**src/rtl/ppsort_pkg.sv**
```systemverilog
// ----------------------------------------------------------------------------
// ppsort_pkg
// Shared constants and types of the prime partition sorter.
// ----------------------------------------------------------------------------
package ppsort_pkg;

   localparam int PPS_MAX_ITEMS = 64;
   localparam int VALUE_W       = 32;
   localparam int DIV_W         = 16;
   localparam int BIT_CNT_W     = 5;

   typedef struct packed {
      logic done;
      logic prime;
   } prime_status_type;

endpackage

```
**src/rtl/ppsort_ram.sv**
```systemverilog
// ----------------------------------------------------------------------------
// ppsort_ram
// Generic single-write, single-read RAM with a registered read port.
// ----------------------------------------------------------------------------
module ppsort_ram #(
   parameter int WIDTH = 33,
   parameter int DEPTH = 64
) (
   input  logic                     clock,
   input  logic                     wr_en,
   input  logic [$clog2(DEPTH)-1:0] wr_addr,
   input  logic [WIDTH-1:0]         wr_data,
   input  logic [$clog2(DEPTH)-1:0] rd_addr,
   output logic [WIDTH-1:0]         rd_data
);

   logic [WIDTH-1:0] mem_ff [DEPTH];
   logic [WIDTH-1:0] rd_data_ff;

   always_ff @(posedge clock) begin
      if (wr_en) begin
         mem_ff[wr_addr] <= wr_data;
      end
      rd_data_ff <= mem_ff[rd_addr];
   end

   assign rd_data = rd_data_ff;

endmodule

```
**src/rtl/ppsort_prime_unit.sv**
```systemverilog
// ----------------------------------------------------------------------------
// ppsort_prime_unit
// Trial division primality test built around one serial remainder unit.
// ----------------------------------------------------------------------------
module ppsort_prime_unit (
   input  logic                        clock,
   input  logic                        reset,
   input  logic                        start,
   input  logic signed [31:0]          value,
   output ppsort_pkg::prime_status_type status
);
   import ppsort_pkg::*;

   localparam logic [1:0] PU_IDLE  = 2'd0;
   localparam logic [1:0] PU_CHECK = 2'd1;
   localparam logic [1:0] PU_DIV   = 2'd2;
   localparam logic [1:0] PU_NEXT  = 2'd3;

   logic [1:0]           state_ff, state_in;
   logic [VALUE_W-1:0]   n_ff, n_in;
   logic [VALUE_W-1:0]   shift_ff, shift_in;
   logic [VALUE_W-1:0]   sq_ff, sq_in;
   logic [DIV_W-1:0]     d_ff, d_in;
   logic [DIV_W-1:0]     rem_ff, rem_in;
   logic [BIT_CNT_W-1:0] bit_ff, bit_in;
   logic                 done_ff, done_in;
   logic                 prime_ff, prime_in;
   logic [DIV_W:0]       trial;

   always_comb begin
      state_in = state_ff;
      n_in     = n_ff;
      shift_in = shift_ff;
      sq_in    = sq_ff;
      d_in     = d_ff;
      rem_in   = rem_ff;
      bit_in   = bit_ff;
      done_in  = 1'b0;
      prime_in = prime_ff;
      trial    = {rem_ff, shift_ff[VALUE_W-1]};
      case (state_ff)
         PU_IDLE: begin
            if (start) begin
               n_in  = value;
               d_in  = DIV_W'(2);
               sq_in = VALUE_W'(4);
               if (value < 32'sd2) begin
                  done_in  = 1'b1;
                  prime_in = 1'b0;
               end else begin
                  state_in = PU_CHECK;
               end
            end
         end
         PU_CHECK: begin
            if (sq_ff > n_ff) begin
               done_in  = 1'b1;
               prime_in = 1'b1;
               state_in = PU_IDLE;
            end else begin
               rem_in   = '0;
               shift_in = n_ff;
               bit_in   = '1;
               state_in = PU_DIV;
            end
         end
         PU_DIV: begin
            if (trial >= {1'b0, d_ff}) begin
               rem_in = DIV_W'(trial - {1'b0, d_ff});
            end else begin
               rem_in = trial[DIV_W-1:0];
            end
            shift_in = {shift_ff[VALUE_W-2:0], 1'b0};
            bit_in   = bit_ff - BIT_CNT_W'(1);
            if (bit_ff == '0) begin
               state_in = PU_NEXT;
            end
         end
         PU_NEXT: begin
            if (rem_ff == '0) begin
               done_in  = 1'b1;
               prime_in = 1'b0;
               state_in = PU_IDLE;
            end else begin
               sq_in    = sq_ff + VALUE_W'({d_ff, 1'b1});
               d_in     = d_ff + DIV_W'(1);
               state_in = PU_CHECK;
            end
         end
         default: begin
            state_in = PU_IDLE;
         end
      endcase
   end

   always_ff @(posedge clock) begin
      if (reset) begin
         state_ff <= PU_IDLE;
         done_ff  <= 1'b0;
      end else begin
         state_ff <= state_in;
         done_ff  <= done_in;
      end
      n_ff     <= n_in;
      shift_ff <= shift_in;
      sq_ff    <= sq_in;
      d_ff     <= d_in;
      rem_ff   <= rem_in;
      bit_ff   <= bit_in;
      prime_ff <= prime_in;
   end

   assign status.done  = done_ff;
   assign status.prime = prime_ff;

endmodule

```
**src/rtl/prime_partition_sorter.sv**
```systemverilog
// ----------------------------------------------------------------------------
// prime_partition_sorter
// Collects a set of signed values, then emits primes descending followed by
// non-primes ascending.
// ----------------------------------------------------------------------------
// Values load at one beat per cycle until a beat with last_in set; beats past
// MAX_ITEMS are dropped and flag overflow on every result of that set. After
// the last beat the input stalls while each stored value is tested by one
// serial remainder unit, one trial divisor at a time, with up to sqrt(value)
// divisors. The ordered burst then comes out by selection over the single RAM
// read port: each result beat follows a full scan of the stored set, and the
// result side may stall it. Input resumes after the final result beat is taken.
module prime_partition_sorter #(
   parameter int MAX_ITEMS = ppsort_pkg::PPS_MAX_ITEMS
) (
   input  logic               clock,
   input  logic               reset,
   input  logic               req_valid,
   output logic               req_stall,
   input  logic signed [31:0] req_value,
   input  logic               req_last_in,
   output logic               rsp_valid,
   input  logic               rsp_stall,
   output logic signed [31:0] rsp_sorted_value,
   output logic               rsp_is_prime_out,
   output logic               rsp_last_out,
   output logic               rsp_overflow
);
   import ppsort_pkg::*;

   localparam int CNT_W = $clog2(MAX_ITEMS + 1);
   localparam int IDX_W = $clog2(MAX_ITEMS);
   localparam int ENT_W = VALUE_W + 1;

   localparam logic [2:0] ST_LOAD     = 3'd0;
   localparam logic [2:0] ST_TEST_RD  = 3'd1;
   localparam logic [2:0] ST_TEST_GO  = 3'd2;
   localparam logic [2:0] ST_TEST_RUN = 3'd3;
   localparam logic [2:0] ST_SCAN     = 3'd4;
   localparam logic [2:0] ST_SCAN_END = 3'd5;
   localparam logic [2:0] ST_OUT      = 3'd6;
   localparam logic [2:0] ST_WAIT     = 3'd7;

   function automatic logic [ENT_W-1:0] order_key(input logic [ENT_W-1:0] ent);
      logic [VALUE_W-1:0] biased;
      biased = ent[VALUE_W-1:0] ^ {1'b1, {(VALUE_W-1){1'b0}}};
      return {~ent[VALUE_W], biased ^ {VALUE_W{ent[VALUE_W]}}};
   endfunction

   logic [2:0]           state_ff, state_in;
   logic [CNT_W-1:0]     count_ff, count_in;
   logic [CNT_W-1:0]     remain_ff, remain_in;
   logic                 dropped_ff, dropped_in;
   logic [IDX_W-1:0]     idx_ff, idx_in;
   logic [VALUE_W-1:0]   val_ff, val_in;
   logic [MAX_ITEMS-1:0] used_ff, used_in;
   logic                 rd_valid_ff, rd_valid_in;
   logic [IDX_W-1:0]     rd_idx_ff, rd_idx_in;
   logic                 have_best_ff, have_best_in;
   logic [ENT_W-1:0]     best_ff, best_in;
   logic [IDX_W-1:0]     best_idx_ff, best_idx_in;
   logic                 rsp_valid_ff, rsp_valid_in;
   logic [VALUE_W-1:0]   rsp_value_ff, rsp_value_in;
   logic                 rsp_prime_ff, rsp_prime_in;
   logic                 rsp_last_ff, rsp_last_in;
   logic                 rsp_ovf_ff, rsp_ovf_in;

   logic                 ram_wr_en;
   logic [IDX_W-1:0]     ram_wr_addr;
   logic [ENT_W-1:0]     ram_wr_data;
   logic [ENT_W-1:0]     ram_rd_data;
   logic                 pu_start;
   prime_status_type     pu_status;
   logic                 idx_is_last;

   assign idx_is_last = (CNT_W'(idx_ff) == count_ff - CNT_W'(1));

   always_comb begin
      state_in     = state_ff;
      count_in     = count_ff;
      remain_in    = remain_ff;
      dropped_in   = dropped_ff;
      idx_in       = idx_ff;
      val_in       = val_ff;
      used_in      = used_ff;
      rd_valid_in  = 1'b0;
      rd_idx_in    = rd_idx_ff;
      have_best_in = have_best_ff;
      best_in      = best_ff;
      best_idx_in  = best_idx_ff;
      rsp_valid_in = rsp_valid_ff;
      rsp_value_in = rsp_value_ff;
      rsp_prime_in = rsp_prime_ff;
      rsp_last_in  = rsp_last_ff;
      rsp_ovf_in   = rsp_ovf_ff;
      ram_wr_en    = 1'b0;
      ram_wr_addr  = idx_ff;
      ram_wr_data  = {pu_status.prime, val_ff};
      pu_start     = 1'b0;

      if (rd_valid_ff && !used_ff[rd_idx_ff] &&
          (!have_best_ff || (order_key(ram_rd_data) < order_key(best_ff)))) begin
         have_best_in = 1'b1;
         best_in      = ram_rd_data;
         best_idx_in  = rd_idx_ff;
      end

      case (state_ff)
         ST_LOAD: begin
            if (req_valid) begin
               if (count_ff < CNT_W'(MAX_ITEMS)) begin
                  ram_wr_en   = 1'b1;
                  ram_wr_addr = count_ff[IDX_W-1:0];
                  ram_wr_data = {1'b0, req_value};
                  count_in    = count_ff + CNT_W'(1);
               end else begin
                  dropped_in = 1'b1;
               end
               if (req_last_in) begin
                  idx_in   = '0;
                  state_in = ST_TEST_RD;
               end
            end
         end
         ST_TEST_RD: begin
            state_in = ST_TEST_GO;
         end
         ST_TEST_GO: begin
            pu_start = 1'b1;
            val_in   = ram_rd_data[VALUE_W-1:0];
            state_in = ST_TEST_RUN;
         end
         ST_TEST_RUN: begin
            if (pu_status.done) begin
               ram_wr_en = 1'b1;
               if (idx_is_last) begin
                  idx_in       = '0;
                  remain_in    = count_ff;
                  used_in      = '0;
                  have_best_in = 1'b0;
                  state_in     = ST_SCAN;
               end else begin
                  idx_in   = idx_ff + IDX_W'(1);
                  state_in = ST_TEST_RD;
               end
            end
         end
         ST_SCAN: begin
            rd_valid_in = 1'b1;
            rd_idx_in   = idx_ff;
            if (idx_is_last) begin
               state_in = ST_SCAN_END;
            end else begin
               idx_in = idx_ff + IDX_W'(1);
            end
         end
         ST_SCAN_END: begin
            state_in = ST_OUT;
         end
         ST_OUT: begin
            rsp_valid_in         = 1'b1;
            rsp_value_in         = best_ff[VALUE_W-1:0];
            rsp_prime_in         = best_ff[VALUE_W];
            rsp_last_in          = (remain_ff == CNT_W'(1));
            rsp_ovf_in           = dropped_ff;
            used_in[best_idx_ff] = 1'b1;
            remain_in            = remain_ff - CNT_W'(1);
            state_in             = ST_WAIT;
         end
         ST_WAIT: begin
            if (!rsp_stall) begin
               rsp_valid_in = 1'b0;
               if (remain_ff == '0) begin
                  count_in   = '0;
                  dropped_in = 1'b0;
                  state_in   = ST_LOAD;
               end else begin
                  idx_in       = '0;
                  have_best_in = 1'b0;
                  state_in     = ST_SCAN;
               end
            end
         end
         default: begin
            state_in = ST_LOAD;
         end
      endcase
   end

   always_ff @(posedge clock) begin
      if (reset) begin
         state_ff     <= ST_LOAD;
         count_ff     <= '0;
         dropped_ff   <= 1'b0;
         rd_valid_ff  <= 1'b0;
         rsp_valid_ff <= 1'b0;
      end else begin
         state_ff     <= state_in;
         count_ff     <= count_in;
         dropped_ff   <= dropped_in;
         rd_valid_ff  <= rd_valid_in;
         rsp_valid_ff <= rsp_valid_in;
      end
      remain_ff    <= remain_in;
      idx_ff       <= idx_in;
      val_ff       <= val_in;
      used_ff      <= used_in;
      rd_idx_ff    <= rd_idx_in;
      have_best_ff <= have_best_in;
      best_ff      <= best_in;
      best_idx_ff  <= best_idx_in;
      rsp_value_ff <= rsp_value_in;
      rsp_prime_ff <= rsp_prime_in;
      rsp_last_ff  <= rsp_last_in;
      rsp_ovf_ff   <= rsp_ovf_in;
   end

   ppsort_ram #(
      .WIDTH (ENT_W),
      .DEPTH (MAX_ITEMS)
   ) u_store (
      .clock   (clock),
      .wr_en   (ram_wr_en),
      .wr_addr (ram_wr_addr),
      .wr_data (ram_wr_data),
      .rd_addr (idx_ff),
      .rd_data (ram_rd_data)
   );

   ppsort_prime_unit u_prime (
      .clock  (clock),
      .reset  (reset),
      .start  (pu_start),
      .value  (val_in),
      .status (pu_status)
   );

   assign req_stall        = (state_ff != ST_LOAD);
   assign rsp_valid        = rsp_valid_ff;
   assign rsp_sorted_value = rsp_value_ff;
   assign rsp_is_prime_out = rsp_prime_ff;
   assign rsp_last_out     = rsp_last_ff;
   assign rsp_overflow     = rsp_ovf_ff;

endmodule

```
**config.mk**
```make
export PLATFORM = sky130hd
export DESIGN_NAME = prime_partition_sorter
export DESIGN_NICKNAME = d
export VERILOG_FILES = /design/src/rtl/ppsort_pkg.sv /design/src/rtl/ppsort_ram.sv /design/src/rtl/ppsort_prime_unit.sv /design/src/rtl/prime_partition_sorter.sv
export SDC_FILE = /design/constraint.sdc
export NUM_CORES = 2
export LEC_CHECK = 0
export BUFFER_PORTS_ARGS = -buffer_cell sky130_fd_sc_hd__buf_2
export CELL_PAD_IN_SITES_DETAIL_PLACEMENT = 1
export CELL_PAD_IN_SITES_GLOBAL_PLACEMENT = 2
export CORE_ASPECT_RATIO = 0.75
export CORE_MARGIN = 4
export CORE_UTILIZATION = 47
export CTS_BUF_LIST = sky130_fd_sc_hd__clkbuf_4
export DETAILED_ROUTE_END_ITERATION = 10
export GPL_ROUTABILITY_DRIVEN = 0
export GPL_TIMING_DRIVEN = 0
export PLACE_DENSITY = 0.82
export SYNTH_ARGS = -nofsm -noshare
export SYNTH_HDL_FRONTEND = slang
export SYNTH_HIERARCHICAL = 1
export SYNTH_SLANG_ARGS = --single-unit
```
**constraint.sdc**
```tcl
create_clock -name clock -period 5.6 [get_ports clock]
set_clock_uncertainty 0.2 [all_clocks]
set_input_delay 0 -clock clock [delete_from_list [all_inputs] [get_ports clock]]
set_output_delay 0 -clock clock [all_outputs]
set_load 0.02 [all_outputs]
```
==> results.yml <==
yosys:
  synth_edf_count: 2403
  yosysWarnings: 6
  synth_cell_types: 80
  yosysSeqAreaShare_pct: 74.4
  synth-compound-area-share_pct: 3.49
  synth_fp_nets: 5226
  ys_ff_latch: 2485
  synth-xor-area-share_pct: 1.23
  synth_top_family_by_area: "multiplexers"
  synth-async-reset-ratio_pct: 0
  synth_mux_area_share_pct: 13.7
  synthFlopType: "edfxtp_1"
  synth_area_um2: 99100
  synth-simple-area-share_pct: 4.09
  syn_area_per_cell_um2: 19.5
  synthAdderAreaFrac_pct: 1.34
  syn_inst: 5084
global_route:
  track_usage_pct: 30.0
  grt-ovfl-total: 0
  grt_max_degree: 65
  grt_pass1_wl_um: 458000
  grt_pass1_vias: 59700
  antenna_found_initial: 30
cells_and_area:
  layout_commonest_cell: "edfxtp_1"
  layout_common_cells: "2,403 x edfxtp_1, 865 x clkbuf_4, 537 x mux4_2, 182 x nor2_1, 182 x nand2_1"
  final_area_um2: 114000
  drive_above_1_share_pct: 31.4
  final_cells: 9151
  final_nets: 6067
  area_growth_syn_to_layout_pct: 14.5
  utilization_pct: 54.3
setup_path:
  cp_max_fo: 10
  critPathLaunchType: "register"
  path_cells: "buf_2, inv_2, nand2_1, nor3b_2, buf_2, buf_4, o21bai_1, clkbuf_1, nand4_1, nor3_2, buf_6, buf_6, buf_6"
  r2r-start: "state_ff[2]$_SDFFE_PP0P_"
  cp-end-kind: "register"
  reg2regPathDepth: 13
  r2r_end: "u_store/mem_ff[58][12]$_DFFE_PP_"
  r2r_slack_ns: -0.11
  criticalPathCategory: "reg2reg"
  cp_slowest_stage_delay_ns: 0.85
  critPathRequiredTime_ns: 6.31
  critPathArrivalTime_ns: 6.42
  crit_slowest_cell: "nor3_2"
  cpMostUsedCell: "buf_6"
place:
  place_ws_ns: -0.0152
  io_buffers: 73
  place_area_um2: 105000
  placed_cells: 8063
  dp.final_hpwl_um: 216000
timing:
  finalCritPeriodShare_pct: 102
  hold_viol_final: 0
  worst_pin_slew_ns: 1.58
  slew_viol_final: 22
  whs_ns: 0.00393
  maxClockFrequency_mhz: 175
  finalCriticalPeriod_ns: 5.71
  max_slew_margin_pct: -6.16
  grt_setup_unrepaired: "true"
  worst_slack_ns: -0.106
  tns_ns: -2.56
  setup_violations: 61
routing:
  via_per_inst: 6.49
  post_drt_wl_per_cell_um: 36.4
  dr_total_vias: 59400
  drt_iter0_drc: 9394
  drc_errors: 0
  ant_nets: 0
  drt-pass1-iter-count: 6
  wl_um: 333000
hold_path:
  min_from: "req_value[17]"
  hold_depth: 3
  whs_endpoint: "u_store/mem_ff[35][17]$_DFFE_PP_"
  hold_class: "in2reg"
power:
  comb_power_share_pct: 12.6
  seq_power_share_pct: 52.9
  power.share.switching_pct: 27.6
  ir_drop_mv: 0.342
  p_int_mw: 31.3
  p_sw_mw: 11.9
  power_density_nw_per_um2: 380
  p_leak_nw: 36.9
  clkPwrFrac_pct: 34.5
  power.total_mw: 43.2
clock_network:
  cts_tree: "yes"
  clock_latency_ns: 1.31
  cts_sinks: 2485
  htreeDepth: 6
  cts_buffers: 596
  cts_root_buf: "clkbuf_4"
  clk_pin_slew_ns: 0.09
  clockBufferDepth: 4
die:
  core_area_um2: 209000
  dieArea_um2: 218000
  die_w_um: 538
  initial_utilization_pct: 47.4
  rows: 145
  die_height_um: 406
  ios: 74
outcome:
  violations: "capacitance limit, slew limit, setup timing"
  status: "finished with violations"
flow_run:
  max-cap-violations: 9
==> power by group through the flow <==
stage	Sequential (mW)	Clock, mW	Combinational (mW)
after floorplan	23.1	0	2.59
after global placement	23.3	0	4.69
after detailed placement	23.3	0	5.14
after CTS	22.9	15.1	5.18
after global routing	22.9	16.2	5.63
final	22.8	14.9	5.43
==> routing by layer <==
layer / vias up / global-route usage [%] / part of all wire, %
met5: - / 0 / 0.024
met1: 30700 / 40.8 / 37
li1: 22900 / - / -
met2: 4939 / 42.0 / 42
met4: 12 / 13.3 / 5.1
met3: 879 / 13.1 / 16
==> sequential cells by signal, indices dropped and copies added, names as in the netlist, 16 cells and up, named ones only <==
| signal | count |
|---|---|
| best_ff | 33 |
| rsp_sorted_value | 32 |
| u_prime/d_ff | 16 |
| u_prime/n_ff | 32 |
| u_prime/rem_ff | 16 |
| u_prime/shift_ff | 32 |
| u_prime/sq_ff | 32 |
| u_store/mem_ff | 2112 |
| u_store/rd_data | 33 |
| used_ff | 64 |
| val_ff | 32 |
==> synth_stat cells, drive strengths merged (56+ instances only) <==
library cell  count  share of area, %
xor2             68              0.60
dfxtp            82               1.7
xnor2            71              0.63
ha              103               1.3
o21ai            71              0.37
nand3           102              0.51
nand4            79              0.50
mux2             91               1.0
clkbuf          109              0.42
o221ai           56              0.49
edfxtp         2403                73
a21oi           123              0.62
inv              71              0.27
buf             167              0.99
nor2            238              0.90
nand2           183              0.70
mux4            541                12
o22ai            69              0.44
a22oi            67              0.51
==> layout make-up <==
| cell class | count | area, µm² |
|---|---|---|
| fillers | 19000 | 95400 |
| clock inverters | 146 | 835 |
| multi-input cells | 2252 | 24300 |
| well taps | 2793 | 3490 |
| plain buffers | 276 | 1400 |
| repair buffers | 243 | 2900 |
| diodes | 20 | 50.0 |
| flip-flops and latches | 2485 | 73800 |
| clock buffers | 865 | 6490 |
| inverters | 71 | 267 |
==> repair_timing <==
item,in CTS,in global routing
endpoints found under the hold margin,2071,12
hold buffers,48,1
gates resized for setup,2,2
buffers inserted,0,7
setup endpoints to repair,3,87
pin swaps,0,3
==> how the worst max path moves through the flow <==
stage / slack, ns / endpoint / startpoint
floorplan: 0.43 / u_store/mem_ff[44][0]$_DFFE_PP_ / state_ff[2]$_SDFFE_PP0P_
global placement: -4.05 / u_store/mem_ff[62][12]$_DFFE_PP_ / state_ff[2]$_SDFFE_PP0P_
detailed placement: -0.02 / u_store/mem_ff[42][13]$_DFFE_PP_ / state_ff[2]$_SDFFE_PP0P_
CTS: 0.007 / u_store/mem_ff[46][10]$_DFFE_PP_ / state_ff[2]$_SDFFE_PP0P_
global route: -0.12 / u_store/mem_ff[37][6]$_DFFE_PP_ / state_ff[2]$_SDFFE_PP0P_
finish: -0.11 / u_store/mem_ff[58][12]$_DFFE_PP_ / state_ff[2]$_SDFFE_PP0P_
==> kinds of logic (layout without fill, tap and decap cells) <==
family,count (synthesis),count (layout)
xor gates and xnor gates,139,139
AOI/OAI and AO/OA,513,513
muxes,672,672
buffers and inverters,347,1601
DFF,2485,2485
adders and majority gates,105,105
other,0,20
and+or+nand+nor,823,823
==> critical path: cells and delay by family, from the launching register on <==
kind | cells | cell delay, ns
AOI/OAI and AO/OA | 1 | 0.38
DFF | 1 | 0.31
and+or+nand+nor | 4 | 2.42
buffers and inverters | 8 | 2.10
No activity file was read; power rests on OpenSTA's default activity.
